## src/rtl/lcmeg_pkg.sv

```systemverilog
// Sequencer state type for the gcd and lcm unit.
`timescale 1ns / 1ps

package lcmeg_pkg;

  // Sequencer states of the unit.
  typedef enum logic [2:0] {
    ST_IDLE,
    ST_CHECK,
    ST_MOD,
    ST_QUOT,
    ST_MUL,
    ST_FINISH
  } state_t;

endpackage

```

## src/rtl/lcm_via_euclid_gcd_unit.sv

```systemverilog
// Top level of the gcd and lcm unit: Euclid loop and lcm on a bit-serial divider and multiplier.
//
//   channel  direction  handshake           payload
//   in       input      in_valid/in_ready   in_operand_a, in_operand_b
//   out      output     out_valid/out_ready out_lcm_value, out_gcd_value, out_both_zero_error
//
// With both operands nonzero an item runs the Euclid remainder steps, then the final a / gcd,
// then the product; each remainder and the final a / gcd run on the shared one-bit-per-cycle
// restoring divider, and the product runs on the shift-and-add multiplier. With a zero
// operand the quotient and product are skipped and at most one remainder step runs.
// Reset is synchronous and active low; it clears the sequencer and the output valid.
// A new item is taken while a finished result still waits in the output register; the
// sequencer stalls in its last state only while that register is still full.
`timescale 1ns / 1ps

module lcm_via_euclid_gcd_unit
  import lcmeg_pkg::*;
#(
  parameter int OPERAND_WIDTH = 31
) (
  input  logic                         clk,
  input  logic                         rst_n,
  input  logic                         in_valid,
  output logic                         in_ready,
  input  logic [OPERAND_WIDTH-1:0]     in_operand_a,
  input  logic [OPERAND_WIDTH-1:0]     in_operand_b,
  output logic                         out_valid,
  input  logic                         out_ready,
  output logic [2*OPERAND_WIDTH-1:0]   out_lcm_value,
  output logic [OPERAND_WIDTH-1:0]     out_gcd_value,
  output logic                         out_both_zero_error
);

  localparam int W     = OPERAND_WIDTH;
  localparam int CNT_W = $clog2(W);

  state_t             state_r, state_nxt;
  logic [W-1:0]       a_r, a_nxt;
  logic [W-1:0]       b_r, b_nxt;
  logic [W-1:0]       x_r, x_nxt;
  logic [W-1:0]       y_r, y_nxt;
  logic [W-1:0]       q_r, q_nxt;
  logic [W-1:0]       rem_r, rem_nxt;
  logic [2*W-1:0]     p_r, p_nxt;
  logic [CNT_W-1:0]   cnt_r, cnt_nxt;
  logic               err_r, err_nxt;
  logic               skip_r, skip_nxt;
  logic [2*W-1:0]     out_lcm_r, out_lcm_nxt;
  logic [W-1:0]       out_gcd_r, out_gcd_nxt;
  logic               out_err_r, out_err_nxt;
  logic               out_valid_r, out_valid_nxt;

  logic               cnt_last;
  logic               out_free;
  logic [W-1:0]       divisor;
  logic [W:0]         trial;
  logic [W:0]         diff;
  logic               div_ge;
  logic [W-1:0]       div_rem;
  logic [W-1:0]       div_q;
  logic [W:0]         mul_sum;

  assign cnt_last = (cnt_r == CNT_W'(W - 1));
  assign out_free = !out_valid_r || out_ready;

  // Restoring divider: one quotient bit per cycle, shared by the Euclid loop and a / gcd.
  assign divisor = (state_r == ST_MOD) ? y_r : x_r;
  assign trial   = {rem_r, q_r[W-1]};
  assign diff    = trial - {1'b0, divisor};
  assign div_ge  = !diff[W];
  assign div_rem = div_ge ? diff[W-1:0] : trial[W-1:0];
  assign div_q   = {q_r[W-2:0], div_ge};

  // Shift-and-add multiplier: the quotient leaves at the low end one bit per cycle.
  assign mul_sum = {1'b0, p_r[2*W-1:W]} + (q_r[0] ? {1'b0, b_r} : {(W+1){1'b0}});

  always_comb begin
    state_nxt = state_r;
    case (state_r)
      ST_IDLE: begin
        if (in_valid) state_nxt = ST_CHECK;
      end
      ST_CHECK: begin
        if (y_r != '0)   state_nxt = ST_MOD;
        else if (!skip_r) state_nxt = ST_QUOT;
        else              state_nxt = ST_FINISH;
      end
      ST_MOD: begin
        if (cnt_last) state_nxt = ST_CHECK;
      end
      ST_QUOT: begin
        if (cnt_last) state_nxt = ST_MUL;
      end
      ST_MUL: begin
        if (cnt_last) state_nxt = ST_FINISH;
      end
      ST_FINISH: begin
        if (out_free) state_nxt = ST_IDLE;
      end
      default: state_nxt = ST_IDLE;
    endcase
  end

  always_comb begin
    in_ready = (state_r == ST_IDLE);
  end

  always_comb begin
    a_nxt         = a_r;
    b_nxt         = b_r;
    x_nxt         = x_r;
    y_nxt         = y_r;
    q_nxt         = q_r;
    rem_nxt       = rem_r;
    p_nxt         = p_r;
    cnt_nxt       = cnt_r;
    err_nxt       = err_r;
    skip_nxt      = skip_r;
    out_lcm_nxt   = out_lcm_r;
    out_gcd_nxt   = out_gcd_r;
    out_err_nxt   = out_err_r;
    out_valid_nxt = out_valid_r && !out_ready;
    case (state_r)
      ST_IDLE: begin
        if (in_valid) begin
          a_nxt    = in_operand_a;
          b_nxt    = in_operand_b;
          x_nxt    = in_operand_a;
          y_nxt    = in_operand_b;
          err_nxt  = (in_operand_a == '0) && (in_operand_b == '0);
          skip_nxt = (in_operand_a == '0) || (in_operand_b == '0);
        end
      end
      ST_CHECK: begin
        // Load the divider with x for x mod y, or with a for a / gcd once y is zero.
        q_nxt   = (y_r != '0) ? x_r : a_r;
        rem_nxt = '0;
        cnt_nxt = '0;
      end
      ST_MOD: begin
        q_nxt   = div_q;
        rem_nxt = div_rem;
        cnt_nxt = cnt_r + 1'b1;
        if (cnt_last) begin
          x_nxt = y_r;
          y_nxt = div_rem;
        end
      end
      ST_QUOT: begin
        q_nxt   = div_q;
        rem_nxt = div_rem;
        cnt_nxt = cnt_r + 1'b1;
        if (cnt_last) begin
          p_nxt   = '0;
          cnt_nxt = '0;
        end
      end
      ST_MUL: begin
        q_nxt   = {1'b0, q_r[W-1:1]};
        p_nxt   = {mul_sum, p_r[W-1:1]};
        cnt_nxt = cnt_r + 1'b1;
      end
      ST_FINISH: begin
        if (out_free) begin
          // When either operand is zero the lcm is zero; x already holds the gcd.
          out_lcm_nxt   = skip_r ? '0 : p_r;
          out_gcd_nxt   = x_r;
          out_err_nxt   = err_r;
          out_valid_nxt = 1'b1;
        end
      end
      default: begin
      end
    endcase
  end

  always_ff @(posedge clk) begin
    if (!rst_n) begin
      state_r     <= ST_IDLE;
      out_valid_r <= 1'b0;
    end else begin
      state_r     <= state_nxt;
      out_valid_r <= out_valid_nxt;
    end
  end

  always_ff @(posedge clk) begin
    a_r       <= a_nxt;
    b_r       <= b_nxt;
    x_r       <= x_nxt;
    y_r       <= y_nxt;
    q_r       <= q_nxt;
    rem_r     <= rem_nxt;
    p_r       <= p_nxt;
    cnt_r     <= cnt_nxt;
    err_r     <= err_nxt;
    skip_r    <= skip_nxt;
    out_lcm_r <= out_lcm_nxt;
    out_gcd_r <= out_gcd_nxt;
    out_err_r <= out_err_nxt;
  end

  assign out_valid           = out_valid_r;
  assign out_lcm_value       = out_lcm_r;
  assign out_gcd_value       = out_gcd_r;
  assign out_both_zero_error = out_err_r;

endmodule

```

## config.mk

```make
export PLATFORM = sky130hd
export DESIGN_NAME = lcm_via_euclid_gcd_unit
export DESIGN_NICKNAME = d
export VERILOG_FILES = /design/src/rtl/lcmeg_pkg.sv /design/src/rtl/lcm_via_euclid_gcd_unit.sv
export SDC_FILE = /design/constraint.sdc
export NUM_CORES = 1
export LEC_CHECK = 0
export BUFFER_PORTS_ARGS = -buffer_cell sky130_fd_sc_hd__buf_4
export CORE_UTILIZATION = 45
export DETAILED_ROUTE_END_ITERATION = 8
export PLACE_DENSITY_LB_ADDON = 0.08
export SETUP_SLACK_MARGIN = 0.4
export SYNTH_ARGS = -nofsm -noshare
export SYNTH_HDL_FRONTEND = slang
export SYNTH_SLANG_ARGS = --single-unit
export TNS_END_PERCENT = 5
```

## constraint.sdc

```tcl
create_clock -name clk -period 5.7 [get_ports clk]
set_input_delay 0.57 -clock clk [delete_from_list [all_inputs] [get_ports clk]]
set_output_delay 0.57 -clock clk [all_outputs]
set_load 0.005 [all_outputs]
```

==> results of run 1 <==
==> kinds of logic (layout without fill, tap and decap cells) <==
logic type / count (synthesis) / after routing / share of synthesized area [%]
DFF: 353 / 353 / 59.93
xor gates and xnor gates: 52 / 52 / 2.691
AOI/OAI and AO/OA: 332 / 332 / 12.58
buffers and inverters: 94 / 277 / 2.151
muxes: 64 / 64 / 3.664
and+or+nand+nor: 510 / 510 / 14.21
adders and majority gates: 66 / 66 / 4.772
==> synth_stat cells (all sizes together), types with 31 or more instances <==
cell type / number
edfxtp: 349
a21boi: 35
ha: 64
and3: 37
nor2b: 66
o21ai: 98
nand2: 172
a21oi: 66
clkbuf: 67
nor2: 107
a22oi: 31
and2: 37
mux2i: 63
xnor2: 32
==> power groups by stage <==
stage               clock (uW)  sequential (uW)  combinational [uW]
detailed placement           0             3840                4250
CTS                       2540             3800                4280
floorplan                    0             3710                3360
global placement             0             3850                4240
finish                    2490             3810                4280
global route              2630             3850                4750
==> final cells by class <==
| type | count | area, um^2 | share of cell area, % |
|---|---|---|---|
| multi-input combinational | 1024 | 6725 | 32.56 |
| clock buffer | 52 | 1046 | 5.064 |
| sequential | 353 | 10560 | 51.12 |
| tap | 518 | 648.1 | 3.137 |
| inverter | 23 | 86.33 | 0.4179 |
| clock inverter | 18 | 197.7 | 0.9570 |
| timing repair buffer | 184 | 1394 | 6.747 |
==> worst reg2reg max path, stage by stage (launching register included) <==
cell       delay [ns]
dfxtp_1          0.56
inv_1            0.18
nand2_4          0.45
buf_4            0.26
buf_4            0.16
nand2_1          0.06
nand2_1          0.07
ha_1             0.15
inv_1            0.05
fa_1             0.40
a21o_1           0.22
a311oi_1         0.42
o311ai_0         0.32
and4b_1          0.32
a2111oi_0        0.43
o21bai_1         0.15
xor2_1           0.16
mux2i_1          0.19
o21ai_1          0.08
==> state kept, by name, indices dropped and copies added (netlist names) <==
signal and count:
cnt_r 5, err_r 1, p_r 62, rem_r 31, skip_r 1, x_r 31, out_gcd_value 31, a_r 31
out_valid 1, state_r 3, q_r 31, out_both_zero_error 1, out_lcm_value 62, y_r 31, b_r 31
==> stage by stage <==
step / instance area (um^2) / power [uW] / std cells / hold slack (ns)
after floorplan: 17620 / 7063 / 1471 / 0.4003
after global placement: 19410 / 8084 / 2102 / 0.4242
after detailed placement: 19410 / 8097 / 2102 / 0.4240
after CTS: 20660 / 10620 / 2172 / 0.1764
after global routing: 20660 / 11230 / 2172 / 0.1794
final: 20660 / 10580 / 2172 / 0.2060
==> metal layers <==
layer | track usage [%] | vias to the layer above | routed length, um
li1 | - | 5775 | -
met3 | 4.553 | 67 | 2513
met5 | 0 | - | 0
met1 | 31.02 | 5887 | 20340
met2 | 36.96 | 304 | 21010
met4 | 5.400 | 0 | 854
==> path summary, 6_finish.rpt <==
path,from,end,slack [ns],depth (start not counted)
worst max register to register,state_r[0]$_SDFFE_PN0P_,y_r[28]$_DFFE_PP_,0.78,18
worst min register to register,err_r$_DFFE_PP_,out_both_zero_error$_DFFE_PP_,0.43,0
worst min-delay path,in_operand_a[5],a_r[5]$_DFFE_PP_,0.21,1
worst max-delay path,state_r[0]$_SDFFE_PN0P_,y_r[28]$_DFFE_PP_,0.78,18
==> qor.txt, run 1 <==
achievable clock frequency: 203.3 MHz
maxcap violations: 0
cts repair resizes: 0
Clock transition at path regs: 0.06 ns
final-report hold violation count: 0
core region area: 0.03865 mm^2
most common cell after layout, fill and taps aside: edfxtp_1
syn_area_per_cell: 11.98 um^2
YS warnings: 0
DP Worst Slack: 0.8313 ns
EDFF count, synth: 349
fin worst setup slack: 0.7803 ns
crit path time final: 4.920 ns
largest net degree at the start of global routing: 65
Via density: 5.540
area leader, netlist: edfxtp_1
worst vdd ir: 0.3485 mV
syn_nets: 1603
CTS Buffer Depth: 3
Die Y: 199.9 um
Synth top area share: 59.48%
first-pass GRT wire length: 67780 um
I/O pins: 162
CP max-delay cell: dfxtp_1
outcome: finished, final reports clean
Post-CTS Hold Buffers: 0
Seq pwr share: 36.0%
clk sink count: 353
Final Wtd Congestion: 0.9004
P per Cell Area: 512.1 mW/mm^2
switching share of total power: 37.50%
share of cells above drive strength 1: 16.57%
final setup vio count: 0
Die X-Extent: 199.9 um
Critical Path AT: 5.21 ns
synthesis-to-layout area growth: 17.23%
vias post-DR: 12.03k
ys async rst share: 0%
CP Class: flop to flop
# Post-CTS Setup Buffers: 0
Distinct cells, synth: 71
ranking of synthesized cells by area: edfxtp_1 59%, ha_1 4.5%, nand2_1 3.7%
Root Driver: clkbuf_16
Critical Path Source Type: flop
Period Utilization, post-route: 86.31%
Yosys reg bits: 353
crit-path max FO: 53
RSZ-0062 raised after global routing: no
vias in the first global route: 11.50k
Nets: 1758
Die Area: 0.03995 mm^2
Routed Antenna Nets: 0
DR pass1 iterations: 7
Antenna diodes: 0
initial core utilization: 45.59%
max-slew violations: 0
CTS tree: yes
fillers: 3376
worst hold path type: primary input to flop
Comb pwr share: 40.5%
Port Buffers: 161
crit end category: flop
worst endpoint required time: 5.99 ns
Top FF cell, synth: edfxtp_1
critical path cell sequence: inv_1, nand2_4, buf_4, buf_4, nand2_1, nand2_1, ha_1, inv_1, fa_1, a21o_1, a311oi_1, o311ai_0, and4b_1, a2111oi_0, o21bai_1, xor2_1, mux2i_1, o21ai_1
Mapped Cells: 1471
relative slew slack: 22.39%
Layout Utilization: 53.45%
DRT iter0 DRCs: 837
Switch Pwr: 3967 uW
antenna violations before repair: 0
Num CTS Buffers: 40
cell area after synthesis: 0.01762 mm^2
post-DP HPWL: 31910 um
Worst Max-Slew Pin Slew: 1.161 ns
routed len/inst: 20.59 um
max incr delay on CP: 0.56 ns
clock share of power: 23.5%
GRT Util Overall: 22.64%
TNS Setup: 0 ns
std cell rows: 72
total gr overflow: 0
drt total wl: 44720 um
Buf/Inv on CP: 4
CP top delay family: compound AO/OA/AOI/OAI gates
CTS H-tree depth: 2
commonest non-fill, non-tap cells in the layout: 349 x edfxtp_1, 183 x buf_4, 170 x nand2_1
final setup skew: 0.01967 ns
internal power component: 6612 uW
sequential fraction of the synthesis area: 59.93%
P_leak: 0.007845 uW
Clock Latency Late Sink: 0.57 ns
DRC: 0
No activity file was read; power rests on OpenSTA's default activity.
==> inputs of run 2 (changes only) <==
--- a/config.mk
+++ b/config.mk
@@ -10,3 +10,3 @@
 export DETAILED_ROUTE_END_ITERATION = 8
-export PLACE_DENSITY_LB_ADDON = 0.08
+export PLACE_DENSITY = 0.61
 export SETUP_SLACK_MARGIN = 0.4
==> constraint.sdc (replaced) <==
create_clock -name clk -period 5.9 [get_ports clk]
set_input_delay 1.475 -clock clk [delete_from_list [all_inputs] [get_ports clk]]
set_output_delay 1.475 -clock clk [all_outputs]
set_load 0.005 [all_outputs]
==> run 2 against run 1 <==
  * Power down 5.2%
  * Cell count decreased by 0.60%
  * Critical path type unchanged
  * Critical endpoint unchanged
  * Core utilization decreased by 0.45 points
  * Sequential share of layout area rose by 0.43 points
  * Highest routed layer unchanged
  * Largest cell class unchanged
==> qor.txt, run 2 (synthesized netlist as in run 1, its figures left out) <==
outcome: finished, final reports clean
vias in the first global route: 11.49k
I/O pins: 162
Root Driver: clkbuf_16
CP most frequent cell: nand2_1
routed len/inst: 20.21 um
fin worst setup slack: 1.126 ns
first-pass GRT wire length: 66540 um
maxcap violations: 0
Die X-Extent: 199.9 um
core region area: 0.03865 mm^2
Critical Path Source Type: flop
Final Wtd Congestion: 0.8671
GRT Util Overall: 21.97%
total gr overflow: 0
std cell rows: 72
# Post-CTS Setup Buffers: 0
max incr delay on CP: 0.57 ns
share of cells above drive strength 1: 15.90%
Routed Antenna Nets: 0
CP Class: flop to flop
Worst Max-Slew Pin Slew: 1.129 ns
worst vdd ir: 0.3675 mV
vias post-DR: 11.93k
CTS tree: yes
Num CTS Buffers: 37
commonest non-fill, non-tap cells in the layout: 349 x edfxtp_1, 179 x buf_4, 170 x nand2_1
crit end category: flop
Port Buffers: 161
relative slew slack: 24.73%
critical path cell sequence: buf_4, nor2b_2, nand2_4, nand2_1, nand2_1, ha_1, inv_1, fa_1, a21o_1, a311oi_1, o311ai_0, and4b_1, a2111oi_0, o21bai_1, xor2_1, mux2i_1, o21ai_1
RSZ-0062 raised after global routing: no
achievable clock frequency: 209.5 MHz
Nets: 1750
worst endpoint required time: 6.15 ns
DP Worst Slack: 1.319 ns
P per Cell Area: 489.5 mW/mm^2
TNS Setup: 0 ns
final setup skew: 0.02217 ns
most common cell after layout, fill and taps aside: edfxtp_1
clk sink count: 353
DRC: 0
final-report hold violation count: 0
DRT iter0 DRCs: 866
Clock Latency Late Sink: 0.53 ns
cts repair resizes: 0
Via density: 5.524
P_leak: 0.007755 uW
CP max-delay cell: a2111oi_0
final setup vio count: 0
Die Area: 0.03995 mm^2
crit-path max FO: 50
drt total wl: 43640 um
largest net degree at the start of global routing: 65
Die Y: 199.9 um
CTS H-tree depth: 2
Period Utilization, post-route: 80.92%
Antenna diodes: 0
initial core utilization: 45.59%
Worst Reg2Reg Path Length in Cells: 17
crit path time final: 4.774 ns
max-slew violations: 0
synthesis-to-layout area growth: 16.25%
DR pass1 iterations: 5
hold path cells: 0
Clock transition at path regs: 0.06 ns
Post-CTS Hold Buffers: 0
Critical Path AT: 5.03 ns
CTS Buffer Depth: 3
antenna violations before repair: 0
post-DP HPWL: 31620 um
worst hold path type: flop to flop
==> run 2: metal layers <==
| metal | track usage (%) | wire [um] |
|---|---|---|
| met1 | 31.42 | 20640 |
| met4 | 6.785 | 1132 |
| met5 | 0 | 0 |
| met3 | 3.545 | 2087 |
| met2 | 34.32 | 19780 |
==> run 2: path summary, 6_finish.rpt <==
path / from / to / slack [ns]
setup reg to reg: state_r[2]$_SDFFE_PN0P_ / y_r[28]$_DFFE_PP_ / 1.13
setup / recovery: state_r[2]$_SDFFE_PN0P_ / y_r[28]$_DFFE_PP_ / 1.13
hold reg to reg: err_r$_DFFE_PP_ / out_both_zero_error$_DFFE_PP_ / 0.45
hold / removal: err_r$_DFFE_PP_ / out_both_zero_error$_DFFE_PP_ / 0.45
==> run 2: final cells by class <==
type / instances / area, um^2
Tap cell: 518 / 648.1
Clock buffer: 48 / 967.2
Clock inverter: 14 / 155.1
Fill cell: 3366 / 18160
Inverter: 23 / 86.33
Sequential cell: 353 / 10560
Multi-Input combinational cell: 1024 / 6724
Timing Repair Buffer: 179 / 1344
==> run 2: report_power, final <==
| group | internal [uW] | switching, uW |
|---|---|---|
| Combinational | 1600 | 2510 |
| Clock | 1290 | 943 |
| Sequential | 3380 | 304 |
| Total | 6270 | 3760 |
==> run 2: worst max-delay path, delay by kind of cell, from the launching register on <==
family	cells	cell delay, ns
flops	1	0.32
compound gates	6	1.75
fa+ha+maj	2	0.57
xor+xnor	1	0.17
simple gates	5	1.03
mux	1	0.20
buf+inv	2	0.44
==> run 2: per-stage QoR <==
| step | power, uW | cell area (um^2) | cells | utilization, % | hold slack (ns) |
|---|---|---|---|---|---|
| global placement | 7768 | 19360 | 2097 | 50.10 | 0.4363 |
| global route | 10630 | 20480 | 2159 | 53.00 | 0.4533 |
| finish | 10030 | 20480 | 2159 | 53.00 | 0.4486 |
| detailed placement | 7792 | 19360 | 2097 | 50.10 | 0.4389 |
| CTS | 10040 | 20480 | 2159 | 53.00 | 0.4543 |
| floorplan | 6823 | 17620 | 1471 | - | 0.4003 |
